File: config.mk
export PLATFORM = sky130hd
export DESIGN_NAME = brs_ctrl
export DESIGN_NICKNAME = d
export VERILOG_FILES = /design/src/hdl/brs_pkg.sv /design/src/hdl/brs_ctrl.sv
export SDC_FILE = /design/constraint.sdc
export NUM_CORES = 1
export LEC_CHECK = 0
export ABC_AREA = 1
export BUFFER_PORTS_ARGS = -buffer_cell sky130_fd_sc_hd__buf_2
export CAP_MARGIN = 15
export CORE_AREA = 2 2 39 41
export CTS_BUF_LIST = sky130_fd_sc_hd__clkbuf_16
export DETAILED_ROUTE_END_ITERATION = 8
export DIE_AREA = 0 0 41 43
export PLACE_DENSITY = 0.63
export SYNTH_ARGS = -nofsm -noshare
export SYNTH_HDL_FRONTEND = slang
export SYNTH_SLANG_ARGS = --single-unit
File: constraint.sdc
create_clock -name clk -period 2.9 [get_ports clk]
set_input_delay 0.29 -clock clk [delete_from_list [all_inputs] [get_ports clk]]
set_output_delay 0.29 -clock clk [all_outputs]
set_load 0.005 [all_outputs]
File: src/hdl/brs_pkg.sv
package brs_pkg;

    localparam int WORDS           = 1024;
    localparam int UNITS_PER_BLOCK = 4;
    localparam int UNIT_BITS       = 64;
    localparam int BLOCKS          = WORDS / UNITS_PER_BLOCK;
    localparam int WIDX_W          = $clog2(WORDS);
    localparam int UNIT_W          = $clog2(UNITS_PER_BLOCK);
    localparam int BLK_W           = WIDX_W - UNIT_W;
    localparam int BIT_W           = $clog2(UNIT_BITS);
    localparam int CNT_W           = 17;
    localparam int POS_W           = 16;
    localparam int PC_W            = BIT_W + 1;

    typedef enum logic [1:0] {
        OP_LOAD    = 2'd0,
        OP_RANK    = 2'd1,
        OP_SELECT1 = 2'd2,
        OP_SELECT0 = 2'd3
    } op_t;

    typedef struct packed {
        logic load_start;
        logic load_write;
        logic rank_start;
        logic rank_finish;
        logic sel_start;
        logic sel_step;
        logic byte_step;
    } brs_cmd_t;

    typedef struct packed {
        logic sel_miss;
        logic word_hit;
        logic byte_hit;
    } brs_stat_t;

    // adder tree
    function automatic logic [PC_W-1:0] popcount64(input logic [UNIT_BITS-1:0] x);
        logic [1:0] p2  [32];
        logic [2:0] p4  [16];
        logic [3:0] p8  [8];
        logic [4:0] p16 [4];
        logic [5:0] p32 [2];
        for (int i = 0; i < 32; i++)
        begin
            p2[i] = {1'b0, x[2*i]} + {1'b0, x[2*i+1]};
        end
        for (int i = 0; i < 16; i++)
        begin
            p4[i] = {1'b0, p2[2*i]} + {1'b0, p2[2*i+1]};
        end
        for (int i = 0; i < 8; i++)
        begin
            p8[i] = {1'b0, p4[2*i]} + {1'b0, p4[2*i+1]};
        end
        for (int i = 0; i < 4; i++)
        begin
            p16[i] = {1'b0, p8[2*i]} + {1'b0, p8[2*i+1]};
        end
        for (int i = 0; i < 2; i++)
        begin
            p32[i] = {1'b0, p16[2*i]} + {1'b0, p16[2*i+1]};
        end
        return {1'b0, p32[0]} + {1'b0, p32[1]};
    endfunction

    function automatic logic [3:0] popcount8(input logic [7:0] x);
        logic [1:0] q2 [4];
        logic [2:0] q4 [2];
        for (int i = 0; i < 4; i++)
        begin
            q2[i] = {1'b0, x[2*i]} + {1'b0, x[2*i+1]};
        end
        for (int i = 0; i < 2; i++)
        begin
            q4[i] = {1'b0, q2[2*i]} + {1'b0, q2[2*i+1]};
        end
        return {1'b0, q4[0]} + {1'b0, q4[1]};
    endfunction

endpackage

File: src/hdl/brs_ctrl.sv
module brs_ctrl
    import brs_pkg::*;
(
    input  logic      clk,
    input  logic      rst_n,
    input  logic      in_valid,
    output logic      in_stall,
    input  logic [1:0] operation,
    output logic      out_valid,
    input  logic      out_stall,
    output brs_cmd_t  cmd,
    input  brs_stat_t stat
);

    typedef enum logic [2:0] {
        S_IDLE,
        S_LOAD,
        S_RANK_RD,
        S_RANK_SUM,
        S_SEL,
        S_SEL_BYTE,
        S_OUT
    } state_t;

    state_t state_reg, state_next;
    logic   acc;

    assign in_stall  = (state_reg != S_IDLE) && !(state_reg == S_OUT && !out_stall);
    assign acc       = in_valid && !in_stall;
    assign out_valid = (state_reg == S_OUT);

    always_comb
    begin
        cmd = '0;
        cmd.load_start  = acc && (op_t'(operation) == OP_LOAD);
        cmd.load_write  = (state_reg == S_LOAD);
        cmd.rank_start  = acc && (op_t'(operation) == OP_RANK);
        cmd.sel_start   = acc && (operation[1]);
        cmd.rank_finish = (state_reg == S_RANK_SUM);
        cmd.sel_step    = (state_reg == S_SEL);
        cmd.byte_step   = (state_reg == S_SEL_BYTE);
        state_next = state_reg;
        case (state_reg)
            S_IDLE, S_OUT:
            begin
                if (state_reg == S_OUT && !out_stall)
                    state_next = S_IDLE;
                if (acc)
                begin
                    case (op_t'(operation))
                        OP_LOAD: state_next = S_LOAD;
                        OP_RANK: state_next = S_RANK_RD;
                        default: state_next = S_SEL;
                    endcase
                end
            end
            S_LOAD:     state_next = S_OUT;
            S_RANK_RD:  state_next = S_RANK_SUM;
            S_RANK_SUM: state_next = S_OUT;
            S_SEL:
            begin
                if (stat.sel_miss)
                    state_next = S_OUT;
                else if (stat.word_hit)
                    state_next = S_SEL_BYTE;
            end
            S_SEL_BYTE: if (stat.byte_hit) state_next = S_OUT;
            default:    state_next = S_IDLE;
        endcase
    end

    always_ff @(posedge clk or negedge rst_n)
    begin
        if (!rst_n)
            state_reg <= S_IDLE;
        else
            state_reg <= state_next;
    end

    a_out_from_work: assert property (@(posedge clk) disable iff (!rst_n)
        $rose(out_valid) |-> ($past(state_reg) != S_IDLE))
        else $error("result without work");
    a_one_cmd: assert property (@(posedge clk) disable iff (!rst_n)
        $onehot0({cmd.load_start, cmd.rank_start, cmd.sel_start}))
        else $error("multiple starts");
    a_no_acc_busy: assert property (@(posedge clk) disable iff (!rst_n)
        (state_reg == S_SEL) |-> !acc)
        else $error("accepted while selecting");

endmodule

==> results of run 1 <==
cells by family (layout without fill, tap and decap cells):
group | Yosys count | in the layout
simple gates | 39 | 39
buf+inv | 18 | 38
compound gates | 4 | 4
flops | 3 | 3
Yosys cell counts, drive strengths merged:
master	count	area [µm²]
nand2	22	105.1
inv	14	52.55
nor2	7	48.80
nand3	6	40.04
dfrtp	3	75.07
nor3	3	15.01
o21ai	3	18.77
buf	2	22.52
clkinv	2	7.510
nand4	1	6.260
o211ai	1	7.510
worst max-delay path, cell delays in order (launching register included):
cell	delay, ns
sky130_fd_sc_hd__dfrtp_1	0.52
sky130_fd_sc_hd__nand2_4	0.08
sky130_fd_sc_hd__nor2_2	0.12
sky130_fd_sc_hd__nand2_2	0.09
sky130_fd_sc_hd__nand2_2	0.10
sky130_fd_sc_hd__nand3_1	0.10
sky130_fd_sc_hd__inv_1	0.06
sky130_fd_sc_hd__buf_2	0.10
power groups by stage:
stage | combinational, mW | clock, mW | sequential [mW]
after floorplan | 0.322 | 0 | 0.0771
after global placement | 0.340 | 0 | 0.113
after detailed placement | 0.345 | 0 | 0.113
after CTS | 0.348 | 0.219 | 0.113
after global routing | 0.395 | 0.224 | 0.119
final | 0.343 | 0.214 | 0.114
through the flow:
step | total power [mW] | std cells
detailed placement | 0.4580 | 95
global placement | 0.4524 | 95
global route | 0.7384 | 100
floorplan | 0.3993 | 64
CTS | 0.6802 | 100
finish | 0.6705 | 100
worst paths after layout:
path / startpoint / end / cells past startpoint
worst max-delay path: state_reg[1]$_DFFE_PN0P_ / cmd[4] / 7
worst min-delay path: rst_n / state_reg[0]$_DFFE_PN0P_ / 2
worst max register to register: state_reg[1]$_DFFE_PN0P_ / state_reg[1]$_DFFE_PN0P_ / 9
worst min register to register: state_reg[2]$_DFFE_PN0P_ / state_reg[2]$_DFFE_PN0P_ / 2
max in group asynchronous: rst_n / state_reg[2]$_DFFE_PN0P_ / 2
min in group clk: stat[0] / state_reg[0]$_DFFE_PN0P_ / 4
routing by layer:
layer	wire (µm)	vias up	share of wire (%)	track usage [%]
met5	0	-	0	0
met1	432	188	47	15.06
met3	46	0	5.0	1.571
li1	-	235	-	-
met2	437	14	48	21.25
met4	0	0	0	4.000
repair_timing:
action / in CTS / in global routing
buffers inserted: 0 / 0
endpoints found under the hold margin: 3 / 0
hold buffers: 1 / 0
gates resized for setup: 0 / 0
final cells by class:
type                       instances  area, µm²  share of cell area, %
clock inverter                     1      3.754                 0.6579
multi-input combinational         43      241.5                  42.32
sequential                         3      75.07                  13.16
inverter                          16      60.06                  10.53
timing repair buffer              18      95.09                  16.67
clock buffer                       3      75.07                  13.16
tap                               16      20.02                  3.509
==> PnR_summary.wiki, run 1 <==
{| class="wikitable"
! Metric !! Value
|-
| Layout cell share with drive strength beyond 1 || a little under half
|-
| Diodes inserted || 0
|-
| Status || finished clean
|-
| Max Clock Freq || approximately 0.60 GHz
|-
| XOR/XNOR Fraction of Synth Area || 0%
|-
| Compound-gate portion of the synthesized area || 6.583%
|-
| Initial antenna violation count || 0
|-
| Final worst hold slack || approximately 0.39 ns
|-
| Worst path arrival time || 1.39 ns
|-
| Hold violation total from the final report || 0
|-
| Number of flip-flops and latches in the synthesized netlist || 3
|-
| Maximum VDD drop || ~0.35 mV
|-
| Clock tree buffer depth || 2
|-
| GPL Wtd Cong || 0.7574
|-
| Synthesis Warnings || 0
|-
| Setup crit end kind || primary output
|-
| Switching power share of the total || 43.96%
|-
| Full die area || between 1500 and 2000 µm²
|-
| Type of the tightest min-delay check || in -> async
|-
| Total Routed Length || 916 µm
|-
| Root buffer cell || sky130_fd_sc_hd__clkbuf_16
|-
| FILL cells || between 150 and 200
|-
| Clock insertion delay at the later pin of the skew report || approximately 0.22 ns
|-
| Cell area after technology mapping || ~400 µm²
|-
| Placement row count || 14
|-
| Remaining design rule violation count || 0
|-
| Per-instance average area after synthesis || between 6 and 7 µm²
|-
| Unique cell type count in the Yosys netlist || 18
|-
| Worst slack after detailed placement || between 1 and 1.5 ns
|-
| Seq/Total Area, Yosys || a little under a fifth
|-
| TritonCTS clock tree || built
|-
| Clock Skews || 0.0001524 ns
|-
| Setup Total Neg Slack || 0 ns
|-
| Reg-to-reg slack, setup || between 1.5 and 2 ns
|-
| Area after DPL || between 400 and 500 µm²
|-
| Pin count of the biggest net entering global routing || 9
|-
| Gate count of the mapped netlist || 64
|-
| Crit path kind || reg -> out
|-
| Buffers on Ports || 17
|-
| Syn_nets || 73
|-
| DRC violation total after the first TritonRoute iteration || 5
|-
| Unrepaired setup endpoints after global routing || false
|-
| Vertical die dimension || 43 µm
|-
| Relative contribution of combinational cells to total power || between 50% and 60%
|-
| Time the worst path needs with I/O delays and setup || between 1.5 and 2 ns
|-
| Cell Pwr Density || between 1000 and 1500 nW/µm²
|-
| Crit path required time || about 2.6 ns
|-
| Headroom to the max-slew limit || between 70 and 80%
|-
| Proportion of synthesized area in mux cells || 0%
|-
| Slew Limit Fails || 0
|-
| NetSw || about 290 µW
|-
| Simple-Gate Fraction of Synth Area || a little over half
|-
| Final worst slack || ~1.2 ns
|-
| Number of failing setup endpoints in the final timing report || 0
|-
| DR vias/cell || 4.370
|-
| Portion of total power attributed to the clock network || between 30% and 40%
|-
| Routed vias || between 400 and 500
|-
| Clock buffers created by TritonCTS || 3
|-
| ANT nets after route || 0
|-
| Effective utilization at floorplan || 28.84%
|-
| Max FFs per register || 3
|-
| Commonest non-fill, non-tap cells in the layout || sky130_fd_sc_hd__buf_2, sky130_fd_sc_hd__nand2_1, sky130_fd_sc_hd__inv_1
|-
| H-tree Lvls || 1
|-
| Maximum fanout along the worst path || 8
|-
| Core Area || about 1400 µm²
|-
| Post-route standard cell area excluding fillers || approximately 570 µm²
|-
| Die span in x || 41 µm
|-
| GRT Total Usage || 12.44%
|-
| Wire length per cell after detailed routing || between 9 and 10 µm
|-
| Clock sinks || 3
|-
| Net count of the finished layout || 94
|-
| Dominant combinational cell family by area after synthesis || simple AND/OR/NAND/NOR gates
|-
| Vias in the first global route || ~400
|-
| Half-perimeter wire length after placement || 760.7 µm
|-
| GR Overflow Total || 0
|-
| Maximum capacitance violations || 0
|-
| Most common library cell in the layout ignoring fill and taps || sky130_fd_sc_hd__buf_2
|-
| Final core utilization || between 40% and 50%
|-
| Number of top-level design ports || 18
|-
| Element type at the critical path start || flip-flop
|-
| Wire length of the first global-routing pass || about 1500 µm
|-
| DR pass1 iterations || 4
|-
| Total internal power || ~380 µW
|-
| Crit share post-route || just under 60%
|-
| Cell leakage power || between 0.3 and 0.4 nW
|-
| Clock-pin transition on the worst setup and hold timing paths || ~0.030 ns
|-
| Synthesized-area fraction occupied by adder cells || 0%
|-
| Portion of total power attributed to sequential cells || between 10% and 20%
|-
| Slew at the pin closest to its max-slew limit || between 0.3 and 0.4 ns
|-
| Area added between synthesis and finish || 42.95%
|}
(Power assumes the default switching activity.)
==> inputs of run 2 (changes only) <==
Settings changed: ABC_AREA 1 to 0, PLACE_DENSITY 0.63 to 0.57.
Clock period 2.9 ns to 1.65 ns, I/O delays scaled along.
==> run 2 against run 1 <==
  * Register-to-register slack got worse by 1.4 ns
  * Critical endpoint is now cmd[6]
  * Non-clock buffer count rose by 5
  * Hold slack got worse by 0.12 ns
  * Worst setup slack worse by 1.1 ns
==> PnR_summary.wiki, run 2 <==
{| class="wikitable"
! Metric !! Value
|-
| Clock-pin transition on the worst setup and hold timing paths || about 0.03 ns
|-
| Vias in the first global route || roughly 400
|-
| Synth Flop Type || sky130_fd_sc_hd__dfrtp_1
|-
| Setup crit end kind || primary output
|-
| Diodes inserted || 0
|-
| Slowest cell on the critical path || sky130_fd_sc_hd__or4b_1
|-
| Vertical die dimension || 43 µm
|-
| Dominant cell type by area after synthesis || sky130_fd_sc_hd__dfrtp_1
|-
| Unrepaired setup endpoints after global routing || false
|-
| Cell Pwr Density || a little under 2000 nW/µm²
|-
| Biggest area contributors in the synthesized netlist || sky130_fd_sc_hd__dfrtp_1, sky130_fd_sc_hd__nand3b_1, sky130_fd_sc_hd__nor2_1
|-
| Total Routed Length || between 900 and 1000 µm
|-
| Crit path kind || reg -> out
|-
| Unique cell type count in the Yosys netlist || 26
|-
| Cell count after placement || 72
|-
| Cell area after technology mapping || roughly 320 µm²
|-
| Clock sinks || 3
|-
| Maximum fanout along the worst path || 2
|-
| DR vias/cell || between 4 and 5
|-
| EDFF count, synth || 0
|-
| Clock tree buffer depth || 2
|-
| Remaining design rule violation count || 0
|-
| Layout cell share with drive strength beyond 1 || 50.77%
|-
| Crit-path leading delay family || simple AND/OR/NAND/NOR gates
|-
| Commonest non-fill, non-tap cells in the layout || sky130_fd_sc_hd__buf_2, sky130_fd_sc_hd__nor2_1, sky130_fd_sc_hd__buf_4
|-
| Compound-gate portion of the synthesized area || 23.94%
|-
| Most common library cell in the layout ignoring fill and taps || sky130_fd_sc_hd__buf_2
|-
| Full die area || about 1800 µm²
|-
| Most used standard cell by instance count after synthesis || sky130_fd_sc_hd__nor2_1
|-
| Maximum capacitance violations || 0
|-
| Element type at the critical path start || flip-flop
|-
| Max FFs per register || 3
|-
| DRC violation total after the first TritonRoute iteration || 6
|-
| Synthesis Warnings || 0
|-
| Effective utilization at floorplan || 23.42%
|-
| TritonCTS clock tree || built
|-
| Wire length per cell after detailed routing || between 10 and 15 µm
|-
| Count of buffering cells on the critical path with inverters included || 1
|-
| XOR/XNOR Fraction of Synth Area || 0%
|-
| Max Clock Freq || 0.6357 GHz
|-
| Area share of the leading cell type in the synthesized netlist || 23.17%
|-
| Routed vias || 396
|-
| Proportion of synthesized area in mux cells || 0%
|-
| H-tree Lvls || 1
|-
| Clock Skews || approximately 0.0026 ns
|-
| Final worst slack || roughly 0.077 ns
|-
| GR Overflow Total || 0
|-
| Core Area || around 1400 µm²
|-
| Synthesized-area fraction occupied by adder cells || 0%
|-
| Buffers on Ports || 17
|-
| Time the worst path needs with I/O delays and setup || between 1.5 and 2 ns
|-
| Net count of the finished layout || between 70 and 80
|-
| ANT nets after route || 0
|-
| Slew at the pin closest to its max-slew limit || approximately 0.23 ns
|-
| Final worst hold slack || between 0.2 and 0.3 ns
|-
| Maximum VDD drop || 1.209 mV
|-
| Per-instance average area after synthesis || about 7.9 µm²
|-
| Leading cell types by count after synthesis || sky130_fd_sc_hd__nor2_1, sky130_fd_sc_hd__dfrtp_1, sky130_fd_sc_hd__nand3b_1
|-
| Setup Total Neg Slack || 0 ns
|-
| Number of failing setup endpoints in the final timing report || 0
|-
| Clock insertion delay at the later pin of the skew report || 0.22 ns
|-
| Clock buffers created by TritonCTS || 3
|-
| Root buffer cell || sky130_fd_sc_hd__clkbuf_16
|-
| Seq/Total Area, Yosys || around 23%
|-
| Async SR Flop Fraction || 100.0%
|-
| Area added between synthesis and finish || 69.11%
|-
| Placement row count || 14
|-
| Pin count of the biggest net entering global routing || 14
|-
| Type of the tightest min-delay check || in -> async
|-
| Number of top-level design ports || 18
|-
| Crit path required time || 1.48 ns
|-
| Syn_nets || 50
|-
| Die span in x || a little over 40 µm
|-
| GPL Wtd Cong || about 0.62
|-
| Wire length of the first global-routing pass || ~1500 µm
|-
| Dominant combinational cell family by area after synthesis || simple AND/OR/NAND/NOR gates
|-
| Simple-Gate Fraction of Synth Area || between 40 and 50%
|-
| Half-perimeter wire length after placement || around 630 µm
|-
| DR pass1 iterations || 2
|-
| Headroom to the max-slew limit || roughly 85%
|-
| Gate count of the mapped netlist || a little over 40
|-
| Crit share post-route || a little over nine tenths
|-
| Slew Limit Fails || 0
|-
| Number of flip-flops and latches in the synthesized netlist || 3
|-
| Status || finished clean
|-
| Initial antenna violation count || 0
|-
| Non-filler instance count after layout || ~80
|-
| Cell Chain, Critical Path || or4b_1, a21oi_2, buf_2
|-
| Cell leakage power || between 0.2 and 0.3 nW
|-
| Worst slack after detailed placement || between 0.1 and 0.15 ns
|-
| GRT Total Usage || between 10% and 20%
|-
| Hold violation total from the final report || 0
|-
| Worst stage delay on the critical path || ~0.53 ns
|-
| Worst path arrival time || roughly 1.4 ns
|}
-- run 2: cell types whose count changed after synthesis, moves of 3 or more --
cell / change
sky130_fd_sc_hd__nor3_1: -3
sky130_fd_sc_hd__nor2_2: -3
sky130_fd_sc_hd__inv_2: -3
sky130_fd_sc_hd__nor2_1: +4
sky130_fd_sc_hd__nand2_1: -13
sky130_fd_sc_hd__nand2_2: -6
sky130_fd_sc_hd__nand3_1: -3
sky130_fd_sc_hd__inv_1: -10
sky130_fd_sc_hd__nand3b_1: +3
-- run 2: area by class of cell --
type                       count  area (µm²)
clock inverter                 1       3.754
clock buffer                   3       75.07
multi-input combinational     34       234.0
sequential                     3       78.83
fill                         155       835.8
tap                           16       20.02
inverter                       1       3.754
timing repair buffer          23       132.6
-- run 2: cell families after synthesis --
family | count (synthesis)
compound gates | 9
buf+inv | 4
flops | 3
simple gates | 25
-- run 2: timing repair --
item,in CTS,in global routing
resized for setup,3,1
hold endpoints to repair,3,0
setup buffers,4,0
setup endpoints to repair,3,1
gates cloned,0,0
hold buffers,1,0
-- run 2: path summary, 6_finish.rpt --
| path | from | to | slack [ns] | depth (start not counted) |
|---|---|---|---|---|
| hold / removal | rst_n | state_reg[0]$_DFFE_PN0P_ | 0.27 | 2 |
| max in group asynchronous | rst_n | state_reg[1]$_DFFE_PN0P_ | 1.26 | 2 |
| setup / recovery | state_reg[0]$_DFFE_PN0P_ | cmd[6] | 0.08 | 3 |
| min in group clk | stat[0] | state_reg[0]$_DFFE_PN0P_ | 0.29 | 3 |
| setup reg to reg | state_reg[0]$_DFFE_PN0P_ | state_reg[0]$_DFFE_PN0P_ | 0.15 | 5 |
| hold reg to reg | state_reg[0]$_DFFE_PN0P_ | state_reg[0]$_DFFE_PN0P_ | 0.65 | 2 |
-- run 2: metrics by stage --
| step | util [%] | cell area, µm² | power, mW |
|---|---|---|---|
| 2_1_floorplan | - | 324.1 | 0.4914 |
| 3_3_place_gp | 30.56 | 422.9 | 0.6069 |
| 3_5_place_dp | 30.56 | 422.9 | 0.6132 |
| 4_1_cts | 39.42 | 545.5 | 1.079 |
| 5_1_grt | 39.60 | 548.0 | 1.171 |
| 6_report | 39.60 | 548.0 | 1.087 |
-- run 2: where the power goes --
part           total [mW]  switching (mW)  internal [mW]
Sequential          0.143          0.0253          0.117
Clock               0.375          0.0629          0.312
Combinational       0.570           0.292          0.278
Total                1.09           0.380          0.707
-- run 2: worst reg2reg max path: stages (launching register included) --
cell and delay, ns:
sky130_fd_sc_hd__dfrtp_2 0.39, sky130_fd_sc_hd__buf_4 0.18, sky130_fd_sc_hd__or2b_1 0.15, sky130_fd_sc_hd__o31ai_1 0.06
sky130_fd_sc_hd__a221o_1 0.39, sky130_fd_sc_hd__a221oi_2 0.23
-- run 2: layer usage --
| layer | wire length, µm | up-vias | track usage [%] | part of all wire [%] |
|---|---|---|---|---|
| li1 | - | 197 | - | - |
| met1 | 424 | 186 | 13.87 | 44 |
| met2 | 461 | 13 | 21.25 | 48 |
| met3 | 72 | 0 | 5.236 | 7.5 |
| met4 | 0 | 0 | 6.000 | 0 |
| met5 | 0 | - | 0 | 0 |
